$ cat config.mk
export PLATFORM = sky130hd
export DESIGN_NAME = shortest_job_first_scheduler_top
export DESIGN_NICKNAME = d
export VERILOG_FILES = /design/src/sv/sjfs_pkg.sv /design/src/sv/sjfs_ctrl.sv /design/src/sv/sjfs_dpath.sv /design/src/sv/shortest_job_first_scheduler_top.sv
export SDC_FILE = /design/constraint.sdc
export NUM_CORES = 2
export LEC_CHECK = 0
export ABC_AREA = 1
export BUFFER_PORTS_ARGS = -buffer_cell sky130_fd_sc_hd__buf_4
export CELL_PAD_IN_SITES_DETAIL_PLACEMENT = 1
export CELL_PAD_IN_SITES_GLOBAL_PLACEMENT = 2
export CORE_ASPECT_RATIO = 1.75
export CORE_MARGIN = 8
export CORE_UTILIZATION = 42
export CTS_BUF_LIST = sky130_fd_sc_hd__clkbuf_2 sky130_fd_sc_hd__clkbuf_4 sky130_fd_sc_hd__clkbuf_8
export DETAILED_ROUTE_END_ITERATION = 8
export PLACE_DENSITY_LB_ADDON = 0.1
export REMOVE_ABC_BUFFERS = 1
export SLEW_MARGIN = 0
export SYNTH_ARGS = -nofsm -noshare
export SYNTH_HDL_FRONTEND = slang
export SYNTH_SLANG_ARGS = --single-unit
export TNS_END_PERCENT = 5
$ cat constraint.sdc
create_clock -name clock -period 4.2 [get_ports clock]
set_clock_uncertainty 0.1 [all_clocks]
set_input_delay 0.21 -clock clock [delete_from_list [all_inputs] [get_ports clock]]
set_output_delay 0.21 -clock clock [all_outputs]
set_load 0.01 [all_outputs]
$ cat src/sv/sjfs_pkg.sv
// sjfs_pkg: shared widths, codes and control structs of the shortest-job-first run queue
// used by sjfs_ctrl, sjfs_dpath and shortest_job_first_scheduler_top; no dependencies
`timescale 1ns / 1ps

package sjfs_pkg;

   // fixed field widths
   localparam int ID_W    = 5;
   localparam int KEY_W   = 32;
   localparam int SLICE_W = 8;
   localparam int COUNT_W = 6;

   // slice length after reset
   localparam logic [SLICE_W-1:0] SLICE_RESET = 8'd100;

   // operation codes
   typedef enum logic [1:0] {
      OP_ENQUEUE = 2'd0,
      OP_DEQUEUE = 2'd1,
      OP_PICK    = 2'd2,
      OP_TICK    = 2'd3
   } sjfs_op_type;

   // result status codes
   typedef enum logic [1:0] {
      STAT_OK     = 2'd0,
      STAT_FULL   = 2'd1,
      STAT_DUP    = 2'd2,
      STAT_ABSENT = 2'd3
   } sjfs_status_type;

   // controller states
   typedef enum logic [2:0] {
      ST_IDLE,
      ST_DISPATCH,
      ST_TICK_WB,
      ST_SCAN,
      ST_DRAIN,
      ST_PICK_DONE
   } sjfs_state_type;

   // commands from controller to datapath
   typedef struct packed {
      logic capture;
      logic exec_enq;
      logic exec_deq;
      logic tick_wb;
      logic scan_clear;
      logic scan_issue;
      logic pick_done;
   } sjfs_cmd_type;

   // status from datapath to controller
   typedef struct packed {
      sjfs_op_type op;
      logic        scan_last;
   } sjfs_stat_type;

endpackage

$ cat src/sv/sjfs_ctrl.sv
// sjfs_ctrl: sequencing state machine of the run queue
// depends on sjfs_pkg for the state enum and the command and status structs
`timescale 1ns / 1ps

module sjfs_ctrl (
   input  logic                   clock,
   input  logic                   reset,
   input  logic                   start,
   output logic                   busy,
   input  sjfs_pkg::sjfs_stat_type stat,
   output sjfs_pkg::sjfs_cmd_type  cmd
);

   sjfs_pkg::sjfs_state_type state_ff;
   sjfs_pkg::sjfs_state_type state_in;

   // state register
   always_ff @(posedge clock) begin
      if (reset) begin
         state_ff <= sjfs_pkg::ST_IDLE;
      end else begin
         state_ff <= state_in;
      end
   end

   // next state and commands
   always_comb begin
      state_in = state_ff;
      cmd      = '0;
      busy     = (state_ff != sjfs_pkg::ST_IDLE);
      case (state_ff)
         sjfs_pkg::ST_IDLE: begin
            if (start) begin
               cmd.capture = 1'b1;
               state_in    = sjfs_pkg::ST_DISPATCH;
            end
         end
         sjfs_pkg::ST_DISPATCH: begin
            case (stat.op)
               sjfs_pkg::OP_ENQUEUE: begin
                  cmd.exec_enq = 1'b1;
                  state_in     = sjfs_pkg::ST_IDLE;
               end
               sjfs_pkg::OP_DEQUEUE: begin
                  cmd.exec_deq = 1'b1;
                  state_in     = sjfs_pkg::ST_IDLE;
               end
               sjfs_pkg::OP_PICK: begin
                  cmd.scan_clear = 1'b1;
                  state_in       = sjfs_pkg::ST_SCAN;
               end
               default: begin
                  // tick: slice read is in flight this cycle
                  state_in = sjfs_pkg::ST_TICK_WB;
               end
            endcase
         end
         sjfs_pkg::ST_TICK_WB: begin
            cmd.tick_wb = 1'b1;
            state_in    = sjfs_pkg::ST_IDLE;
         end
         sjfs_pkg::ST_SCAN: begin
            cmd.scan_issue = 1'b1;
            if (stat.scan_last) begin
               state_in = sjfs_pkg::ST_DRAIN;
            end
         end
         sjfs_pkg::ST_DRAIN: begin
            // last compare happens in the datapath this cycle
            state_in = sjfs_pkg::ST_PICK_DONE;
         end
         sjfs_pkg::ST_PICK_DONE: begin
            cmd.pick_done = 1'b1;
            state_in      = sjfs_pkg::ST_IDLE;
         end
         default: begin
            state_in = sjfs_pkg::ST_IDLE;
         end
      endcase
   end

endmodule

$ cat src/sv/sjfs_dpath.sv
// sjfs_dpath: slot tables, key and slice memories, pick comparator and result register
// depends on sjfs_pkg; driven by sjfs_ctrl through sjfs_cmd_type
`timescale 1ns / 1ps

module sjfs_dpath #(
   parameter int SLOT_COUNT = 32
) (
   input  logic                          clock,
   input  logic                          reset,
   input  sjfs_pkg::sjfs_cmd_type         cmd,
   output sjfs_pkg::sjfs_stat_type        stat,
   input  logic [1:0]                    req_op,
   input  logic [sjfs_pkg::ID_W-1:0]     req_slot_id,
   input  logic [sjfs_pkg::KEY_W-1:0]    req_expected_time,
   input  logic                          csr_write_en,
   input  logic [sjfs_pkg::SLICE_W-1:0]  csr_write_data,
   output logic                          rsp_valid,
   output logic                          rsp_picked_valid,
   output logic [sjfs_pkg::ID_W-1:0]     rsp_picked_id,
   output logic                          rsp_resched_needed,
   output logic [sjfs_pkg::COUNT_W-1:0]  rsp_queued_count,
   output logic [1:0]                    rsp_status
);

   localparam int ID_W    = sjfs_pkg::ID_W;
   localparam int KEY_W   = sjfs_pkg::KEY_W;
   localparam int SLICE_W = sjfs_pkg::SLICE_W;
   localparam int COUNT_W = sjfs_pkg::COUNT_W;
   localparam int IDX_W   = $clog2(SLOT_COUNT);
   localparam int CNT_W   = $clog2(SLOT_COUNT + 1);

   // captured item
   sjfs_pkg::sjfs_op_type op_ff;
   logic [ID_W-1:0]       id_ff;
   logic [KEY_W-1:0]      key_ff;

   // configuration and slot state
   logic [SLICE_W-1:0]    slice_len_ff;
   logic [SLOT_COUNT-1:0] queued_ff;
   logic [SLOT_COUNT-1:0] queued_in;
   logic [SLOT_COUNT-1:0] slice_vld_ff;
   logic [SLOT_COUNT-1:0] slice_vld_in;
   logic [CNT_W-1:0]      size_ff;
   logic [CNT_W-1:0]      size_in;

   // memories
   logic [KEY_W-1:0]      key_mem [SLOT_COUNT];
   logic [SLICE_W-1:0]    slice_mem [SLOT_COUNT];
   logic [KEY_W-1:0]      key_rd_ff;
   logic [SLICE_W-1:0]    slice_rd_ff;

   // scan pipeline
   logic [IDX_W-1:0]      scan_cnt_ff;
   logic                  cmp_vld_ff;
   logic [IDX_W-1:0]      cmp_idx_ff;
   logic                  best_vld_ff;
   logic [IDX_W-1:0]      best_idx_ff;
   logic [KEY_W-1:0]      best_key_ff;

   // result register
   logic                  rsp_valid_ff;
   logic                  rsp_valid_in;
   logic                  pv_ff, pv_in;
   logic [ID_W-1:0]       pid_ff, pid_in;
   logic                  rs_ff, rs_in;
   logic [COUNT_W-1:0]    cnt_ff, cnt_in;
   sjfs_pkg::sjfs_status_type st_ff, st_in;

   // combinational helpers
   logic [IDX_W-1:0]      slot_idx;
   logic [IDX_W-1:0]      key_addr;
   logic                  in_table;
   logic                  full;
   logic                  better;
   logic [SLICE_W-1:0]    slice_cur;
   logic [SLICE_W-1:0]    slice_new;
   logic                  slice_we;
   logic [SLICE_W-1:0]    slice_wdata;

   assign slot_idx = IDX_W'(id_ff);
   assign in_table = (32'(id_ff) < SLOT_COUNT);
   assign full     = (size_ff >= CNT_W'(SLOT_COUNT));
   assign key_addr = cmd.scan_issue ? scan_cnt_ff : slot_idx;

   // status to the controller: captured op and last scan address
   assign stat = {op_ff, (scan_cnt_ff == IDX_W'(SLOT_COUNT - 1))};

   // tick arithmetic, unwritten slices read as zero
   assign slice_cur = slice_vld_ff[slot_idx] ? slice_rd_ff : '0;
   assign slice_new = (slice_cur != '0) ? slice_cur - SLICE_W'(1) : '0;

   // pick compare, unsigned keys, first found wins ties
   assign better = cmp_vld_ff && queued_ff[cmp_idx_ff] &&
                   (!best_vld_ff || (key_rd_ff < best_key_ff));

   // capture of the item and the slice length register
   always_ff @(posedge clock) begin
      if (cmd.capture) begin
         op_ff  <= sjfs_pkg::sjfs_op_type'(req_op);
         id_ff  <= req_slot_id;
         key_ff <= req_expected_time;
      end
   end

   always_ff @(posedge clock) begin
      if (reset) begin
         slice_len_ff <= sjfs_pkg::SLICE_RESET;
      end else if (csr_write_en) begin
         slice_len_ff <= csr_write_data;
      end
   end

   // operation logic and result fields
   always_comb begin
      queued_in    = queued_ff;
      slice_vld_in = slice_vld_ff;
      size_in      = size_ff;
      slice_we     = 1'b0;
      slice_wdata  = slice_len_ff;
      rsp_valid_in = 1'b0;
      pv_in        = 1'b0;
      pid_in       = '0;
      rs_in        = 1'b0;
      st_in        = sjfs_pkg::STAT_OK;
      if (cmd.exec_enq) begin
         rsp_valid_in = 1'b1;
         if (!in_table) begin
            st_in = sjfs_pkg::STAT_FULL;
         end else if (queued_ff[slot_idx]) begin
            st_in = sjfs_pkg::STAT_DUP;
         end else if (full) begin
            st_in = sjfs_pkg::STAT_FULL;
         end else begin
            queued_in[slot_idx]    = 1'b1;
            slice_vld_in[slot_idx] = 1'b1;
            slice_we               = 1'b1;
            size_in                = size_ff + CNT_W'(1);
         end
      end
      if (cmd.exec_deq) begin
         rsp_valid_in = 1'b1;
         if (!in_table || !queued_ff[slot_idx]) begin
            st_in = sjfs_pkg::STAT_ABSENT;
         end else begin
            queued_in[slot_idx] = 1'b0;
            size_in             = size_ff - CNT_W'(1);
         end
      end
      if (cmd.tick_wb) begin
         rsp_valid_in = 1'b1;
         if (in_table) begin
            rs_in       = (slice_new == '0);
            slice_we    = slice_vld_ff[slot_idx];
            slice_wdata = slice_new;
         end
      end
      if (cmd.pick_done) begin
         rsp_valid_in = 1'b1;
         pv_in        = best_vld_ff;
         pid_in       = best_vld_ff ? ID_W'(best_idx_ff) : '0;
      end
      cnt_in = COUNT_W'(size_in);
   end

   // slot state registers
   always_ff @(posedge clock) begin
      if (reset) begin
         queued_ff    <= '0;
         slice_vld_ff <= '0;
         size_ff      <= '0;
      end else begin
         queued_ff    <= queued_in;
         slice_vld_ff <= slice_vld_in;
         size_ff      <= size_in;
      end
   end

   // key memory, one write and one registered read port
   always_ff @(posedge clock) begin
      if (cmd.exec_enq && slice_we) begin
         key_mem[slot_idx] <= key_ff;
      end
      key_rd_ff <= key_mem[key_addr];
   end

   // slice memory
   always_ff @(posedge clock) begin
      if (slice_we) begin
         slice_mem[slot_idx] <= slice_wdata;
      end
      slice_rd_ff <= slice_mem[slot_idx];
   end

   // scan counter and compare pipeline control
   always_ff @(posedge clock) begin
      if (reset) begin
         scan_cnt_ff <= '0;
         cmp_vld_ff  <= 1'b0;
         best_vld_ff <= 1'b0;
      end else begin
         cmp_vld_ff <= cmd.scan_issue;
         if (cmd.scan_clear) begin
            scan_cnt_ff <= '0;
            best_vld_ff <= 1'b0;
         end else begin
            if (cmd.scan_issue) begin
               scan_cnt_ff <= scan_cnt_ff + IDX_W'(1);
            end
            if (better) begin
               best_vld_ff <= 1'b1;
            end
         end
      end
   end

   // scan payload
   always_ff @(posedge clock) begin
      cmp_idx_ff <= scan_cnt_ff;
      if (better) begin
         best_idx_ff <= cmp_idx_ff;
         best_key_ff <= key_rd_ff;
      end
   end

   // result strobe and fields
   always_ff @(posedge clock) begin
      if (reset) begin
         rsp_valid_ff <= 1'b0;
      end else begin
         rsp_valid_ff <= rsp_valid_in;
      end
   end

   always_ff @(posedge clock) begin
      if (rsp_valid_in) begin
         pv_ff  <= pv_in;
         pid_ff <= pid_in;
         rs_ff  <= rs_in;
         cnt_ff <= cnt_in;
         st_ff  <= st_in;
      end
   end

   assign rsp_valid          = rsp_valid_ff;
   assign rsp_picked_valid   = pv_ff;
   assign rsp_picked_id      = pid_ff;
   assign rsp_resched_needed = rs_ff;
   assign rsp_queued_count   = cnt_ff;
   assign rsp_status         = st_ff;

endmodule

$ cat src/sv/shortest_job_first_scheduler_top.sv
// shortest-job-first run queue: enqueue and dequeue pass DISPATCH, tick DISPATCH and TICK_WB,
// pick DISPATCH, SCAN (one key memory read and compare per slot), DRAIN and PICK_DONE,
// then the result register strobes; a new item is taken in the strobe cycle
// results cannot be stalled; synchronous reset empties the queue, sets the slice length to 100
// and marks all slices as zero through per-slot valid bits; keys stay undefined until written
// depends on sjfs_pkg, sjfs_ctrl and sjfs_dpath
`timescale 1ns / 1ps

module shortest_job_first_scheduler_top #(
   parameter int SLOT_COUNT = 32
) (
   input  logic                          clock,
   input  logic                          reset,
   input  logic                          start,
   output logic                          busy,
   input  logic [1:0]                    req_op,
   input  logic [sjfs_pkg::ID_W-1:0]     req_slot_id,
   input  logic [sjfs_pkg::KEY_W-1:0]    req_expected_time,
   input  logic                          csr_write_en,
   input  logic [sjfs_pkg::SLICE_W-1:0]  csr_write_data,
   output logic                          rsp_valid,
   output logic                          rsp_picked_valid,
   output logic [sjfs_pkg::ID_W-1:0]     rsp_picked_id,
   output logic                          rsp_resched_needed,
   output logic [sjfs_pkg::COUNT_W-1:0]  rsp_queued_count,
   output logic [1:0]                    rsp_status
);

   sjfs_pkg::sjfs_cmd_type  cmd;
   sjfs_pkg::sjfs_stat_type stat;

   // sequencer
   sjfs_ctrl u_ctrl (
      .clock (clock),
      .reset (reset),
      .start (start),
      .busy  (busy),
      .stat  (stat),
      .cmd   (cmd)
   );

   // tables, memories and result register
   sjfs_dpath #(
      .SLOT_COUNT (SLOT_COUNT)
   ) u_dpath (
      .clock              (clock),
      .reset              (reset),
      .cmd                (cmd),
      .stat               (stat),
      .req_op             (req_op),
      .req_slot_id        (req_slot_id),
      .req_expected_time  (req_expected_time),
      .csr_write_en       (csr_write_en),
      .csr_write_data     (csr_write_data),
      .rsp_valid          (rsp_valid),
      .rsp_picked_valid   (rsp_picked_valid),
      .rsp_picked_id      (rsp_picked_id),
      .rsp_resched_needed (rsp_resched_needed),
      .rsp_queued_count   (rsp_queued_count),
      .rsp_status         (rsp_status)
   );

   // an accepted item keeps the block busy in the next cycle
   a_accept_busy: assert property (@(posedge clock) disable iff (reset)
      (start && !busy) |=> busy)
      else $error("accepted item did not make the block busy");

   // a result is only strobed once the sequencer is back in idle
   a_rsp_idle: assert property (@(posedge clock) disable iff (reset)
      rsp_valid |-> !busy)
      else $error("result strobed while busy");

   // every item passes DISPATCH before its strobe, so strobes never sit back to back
   a_rsp_single: assert property (@(posedge clock) disable iff (reset)
      rsp_valid |=> !rsp_valid)
      else $error("result strobe lasted more than one cycle");

   // a successful pick carries ok status and no reschedule flag
   a_pick_clean: assert property (@(posedge clock) disable iff (reset)
      (rsp_valid && rsp_picked_valid) |->
         (rsp_status == sjfs_pkg::STAT_OK) && !rsp_resched_needed)
      else $error("pick result mixed with other fields");

endmodule

Word level (Yosys, flattened, before mapping) --
Memories as Yosys holds them, arrays and structs flattened. A register that Yosys moved wholly into a read port is not among the register bits. Cells that the tools add are included. Widths: inputs -> output; s select.
Operators by class: add/sub/neg operators 4, magnitude comparators 5, equality and inequality tests 10, mux-type cells 53, bitwise logic cells 6, reductions and logical operators 16
Operators with widths (count):
- $mux 32 | 5
- $or 32x32->32 | 2
- $and 32x32->32 | 1
- $lt 32x32->1 | 1
- $not 32->32 | 1
- $mux 6 | 5
- $mux 1 | 26
- $mux 8 | 3
- $bmux 1 s5 | 3
- $lt 5x6->1 const B | 2
- $pmux 3 s4 | 1
- $mux 2 | 5
- $logic_not 8->1 | 1
- $reduce_bool 8->1 | 1
- $sub 8x1->8 const B | 1
- $add 6x1->6 const B | 1
- $eq 3x2->1 const B | 2
- $eq 3x3->1 const B | 2
- $ge 6x6->1 const B | 1
- $mux 3 | 2
- $sub 6x1->6 const B | 1
- $add 5x1->5 const B | 1
- $demux 1 s5 | 1
- $eq 5x5->1 const B | 1
- 17 further kinds | 24
Storage, ports and cells: bits in registers 185, RAM bits 1280, output and inout bits 17, word-level logic and storage cells 116, memories kept 2
Memories:
- u_dpath.key_mem | words 32, bits a word 32, rd ports 1, clocked after Yosys merged registers in 1, wr ports 1, line sjfs_dpath.sv:47 | logic [KEY_W-1:0] key_mem [SLOT_COUNT];
- u_dpath.slice_mem | words 32, bits a word 8, rd ports 1, clocked after Yosys merged registers in 1, wr ports 1, line sjfs_dpath.sv:48 | logic [SLICE_W-1:0] slice_mem [SLOT_COUNT];

Depth between registers and ports, before layout --
depth in word-level cells 11, depth in mapped cells 21

Hierarchy --
Synthesis repeated with hierarchy kept, for this count alone.
Second synthesis, totals: cell total of the unflattened synthesis 4429, area, all modules 58543.6 um^2
Modules (own cells, without submodules):
- sjfs_dpath | times used 1, cells each 4396, area an instance 58337.2 um^2, seq. area each 43792.0 um^2
- sjfs_ctrl | times used 1, cells each 33, area an instance 206.4 um^2, seq. area each 60.1 um^2

Worst setup path before layout --
No wires, ideal clock.
path kind reg2reg, from reg u_dpath.id_ff[0], to mem u_dpath.key_mem[31][0], enable pin, arrival 3976 ps, slack -337 ps, stages on the path, launching flop included 16, path buffers 2, period minus slack after synthesis 4537 ps, cells stage by stage edfxtp_1 -> inv_2 -> nor2_1 -> inv_2 -> buf_2 -> o22ai_1 -> o21ai_0 -> nand2_1 -> nor2_1 -> nand2_1 -> inv_2 -> nand2_2 -> nand2_1 -> inv_2 -> buf_2 -> nor3_1
On the way: word-level cells in the longest chain between the ends 8, elaborated cells on any way between the ends 10, those cells by class mux (9); reduce/logical (1)
Ends and longest elaborated chain:
- start: declaration | line sjfs_dpath.sv:34 | logic [ID_W-1:0] id_ff;
- start signal: assignment | line sjfs_dpath.sv:100 | id_ff <= req_slot_id;
- $bmux 1 s5 | line sjfs_dpath.sv:129 | end else if (queued_ff[slot_idx]) begin
- $mux 1 (not written as such) | line sjfs_dpath.sv:129
- $mux 1 | line sjfs_dpath.sv:129
- $mux 1 | line sjfs_dpath.sv:125 | if (cmd.exec_enq) begin
- $mux 1 | line sjfs_dpath.sv:149 | if (cmd.tick_wb) begin
- $logic_and 1x1->1 | line sjfs_dpath.sv:180 | if (cmd.exec_enq && slice_we) begin
- $mux 1 | line sjfs_dpath.sv:180
- $mux 1 (not written as such) | line sjfs_dpath.sv:181 | key_mem[slot_idx] <= key_ff;
- end: declaration | line sjfs_dpath.sv:47
Several ways; a longest one is shown, not always the timed one. The select of a mux whose other input is x is not followed.

Worst setup path in the final report --
from reg u_dpath.id_ff[1], to mem u_dpath.slice_mem[2][3], enable pin
On the way: word-level cells in the longest chain between the ends 7, elaborated cells on any way between the ends 9, those cells by class mux (9)
Ends and longest elaborated chain:
- $bmux 1 s5 | line sjfs_dpath.sv:129
- $mux 1 (not written as such) | line sjfs_dpath.sv:129
- $mux 1 | line sjfs_dpath.sv:129
- $mux 1 | line sjfs_dpath.sv:125
- $mux 1 | line sjfs_dpath.sv:149
- $mux 1 | line sjfs_dpath.sv:188 | if (slice_we) begin
- $mux 1 (not written as such) | line sjfs_dpath.sv:189 | slice_mem[slot_idx] <= slice_wdata;
- end: declaration | line sjfs_dpath.sv:48
Several ways; a longest one is shown, not always the timed one. The select of a mux whose other input is x is not followed.

==> out/metrics.cfg <==
[route]
wire_per_inst_um = 27.8
vias = 38400
ant_nets = 0
drt-vias-per-instance = 5.68
drt_first_pass_iters = 5
wirelength_um = 188000
drc_errors = 0
drt_iter0_drc = 2446

[synthesis]
yosysUniqueCellTypes = 43
ys_async_sr_fraction_pct = 0
netlist_top_cells_area = edfxtp_1 (70%), o21ai_0 (4.8%), dfxtp_1 (4.6%)
syn_avg_cell_area_um2 = 13.3
netlist_instances = 4430
synth-edff-count = 1371
ys.flop_type = edfxtp_1
synth_area_um2 = 58700
yosysTopAreaCellShare_pct = 70.1
synth_top_area_cell = edfxtp_1
seq_area_frac_synth_pct = 74.7
ys_ff_latch = 1505
ys_warn_count = 0

[clock_tree]
cts_buffers = 217
cts-root-buf = clkbuf_8
cts_setup_buffers = 0
cts_tree = yes
htreeDepth = 4
clock_latency_ns = 0.94
cts.sinks = 1505
clockBufferDepth = 3
clkTransAtPathRegs_ns = 0.06

[setup_path]
crit_start = u_dpath.id_ff[1]$_DFFE_PP_
critPathBufInv = 6
required_ns = 4.77
critPathMaxStageDelay_ns = 0.69
endpoint_kind = register
cp_top_family = buffers and inverters
cp-start-kind = register
slowest_stage = inv_2
critical_path_arrival_ns = 4.40
reg2reg_setup_slack_ns = 0.38
worst_r2r_path_depth = 15
timing.rr.end = u_dpath.slice_mem[2][3]$_DFFE_PP_
worstReg2RegStart = u_dpath.id_ff[1]$_DFFE_PP_
path_class = register to register
worst-path-max-fanout = 32
path_cells = buf_4 > nor2_4 > inv_2 > o21ai_0 > o21ai_0 > nand2_1 > nor2_1 > nand2_1 > inv_2 > nand2_2 > nand2_1 > inv_2 > buf_4 > nor2_1 > buf_4

[die]
die_area_um2 = 152000
coreArea_um2 = 139000
die_y_um = 511
die_x_um = 299
num_io_pins = 68
fp-row-count = 181
initial_core_util_pct = 42.3

[place]
pre_cts_ws_ns = 0.344
dp_hpwl_um = 113000
placed_cell_area_um2 = 62800
gp_congestion = 0.872
dp.cells = 6241
portBuffers = 67

[timing]
hold_violations = 0
finalSetupViolations = 0
period_share_pct = 91.0
max_slew_margin_pct = 12.7
tightest_slew_ns = 1.31
max_freq_mhz = 262
worst_slack_ns = 0.377
min_period_ns = 3.82
slew_violations = 0
rsz0062_at_grt = false

[finish]
final_area_um2 = 68600
areaGrowthSynthToFinish_pct = 16.9
fillers = 13800
final_common_cell = edfxtp_1
drive_gt1_share_pct = 14.8
nets = 4832
multi_input_area_um2 = 13200
ff_latch_area_um2 = 43900
fin_cells = 6765
final_cell_mix = edfxtp_1 (1,371), nor2_1 (657), o21ai_0 (565)

[min_path]
hold_class = input pin to register
holdCritStartpoint = reset
hold_path_depth = 3
worst_hold_path.endpoint = u_dpath.size_ff[3]$_SDFF_PP0_

[pwr]
ir_drop_uv = 302
powerDensity_nw_per_um2 = 468
power_leakage_nw = 23.0

[run]
maxCapViolCount = 0

[grt]
grt_pass1_vias = 41400
antenna_found_initial = 3
grt_usage_pct = 24.3
grt_pass1_wl_um = 275000
grt_max_degree = 211
grt-ovfl-total = 0

[outcome]
status = finished clean

-- sequential cells by signal, summed over array words and instances (netlist names), 8 cells and up --
| name | count |
|---|---|
| u_dpath.slice_mem | 256 |
| u_dpath.key_ff | 32 |
| u_dpath.key_mem | 1024 |
| u_dpath.slice_vld_ff | 32 |
| u_dpath.key_rd_ff | 32 |
| u_dpath.best_key_ff | 32 |
| u_dpath.queued_ff | 32 |
| u_dpath.slice_rd_ff | 8 |
| u_dpath.slice_len_ff | 8 |
-- cell usage after synthesis (16+ instances only) --
library cell  count
edfxtp_1       1371
nor2_1          662
o21ai_0         568
nand2_1         252
o221ai_1        251
clkbuf_1        199
inv_1           187
nand3_1         181
dfxtp_1         134
a22oi_1         128
a21oi_1         127
buf_2            68
nor3_1           43
ha_1             38
o211ai_1         36
o21a_1           33
o21ai_1          26
o22ai_1          25
inv_2            20
buf_1            16
-- cell type report --
| cell class | count | area share (%) |
|---|---|---|
| clock inverter | 93 | 1.15 |
| multi-input combinational | 2426 | 19.2 |
| clock buffer | 314 | 5.66 |
| inverter | 213 | 1.20 |
| antenna | 4 | 0.0146 |
| tap | 1830 | 3.34 |
| timing repair buffer | 380 | 5.55 |
| sequential | 1505 | 63.9 |
-- cell families (layout without fill, tap and decap cells) --
kind of cell	Yosys count	after routing	synth area share, %
xor+xnor	2	2	0.0298
buf+inv	499	1000	3.37
fa+ha+maj	38	38	0.810
compound gates	1207	1207	12.9
simple gates	1179	1179	8.24
flops	1505	1505	74.7
other cells	0	4	0
-- power breakdown --
group	internal [mW]	switching (mW)
clock network	6.71	5.77
logic	0.836	1.84
registers	16.6	0.350
-- stage by stage --
step	power (mW)	util, %	hold slack (ns)	setup TNS [ns]
after floorplan	18.5	-	0.179	-2585.10
after global placement	19.9	45.2	0.285	0
after detailed placement	19.9	45.2	0.289	0
after CTS	32.5	49.4	0.141	0
after global routing	33.2	49.4	0.203	0
final	32.1	49.4	0.236	0
-- routing by layer --
layer | vias up | global-route usage, % | wire length [um]
li1 | 17300 | - | -
met5 | - | 0 | 0
met1 | 20000 | 26.6 | 70900
met4 | 0 | 10.5 | 8190
met2 | 795 | 46.7 | 104000
met3 | 347 | 3.05 | 5700
-- how the worst max path moves through the flow --
stage	to	slack, ns	cells past startpoint
4_1_cts	u_dpath.slice_mem[19][7]$_DFFE_PP_	0.32	15
3_5_place_dp	u_dpath.slice_mem[19][7]$_DFFE_PP_	0.34	15
2_1_floorplan	u_dpath.key_rd_ff[11]$_DFF_P_	-5.14	8
3_3_place_gp	u_dpath.slice_mem[23][2]$_DFFE_PP_	0.39	15
6_report	u_dpath.slice_mem[2][3]$_DFFE_PP_	0.38	15
5_1_grt	u_dpath.slice_mem[24][5]$_DFFE_PP_	0.12	15
-- worst min-delay path: cells and delay by family --
| family | cells | cell delay, ns |
|---|---|---|
| and+or+nand+nor | 1 | 0.16 |
| buffers and inverters | 2 | 0.84 |
-- timing repair --
action	4_1_cts	5_1_grt
endpoints found under the hold margin	108	0
resized for setup	0	0
setup endpoints to repair	0	0
hold buffers	113	0
(Power assumes the default switching activity.)
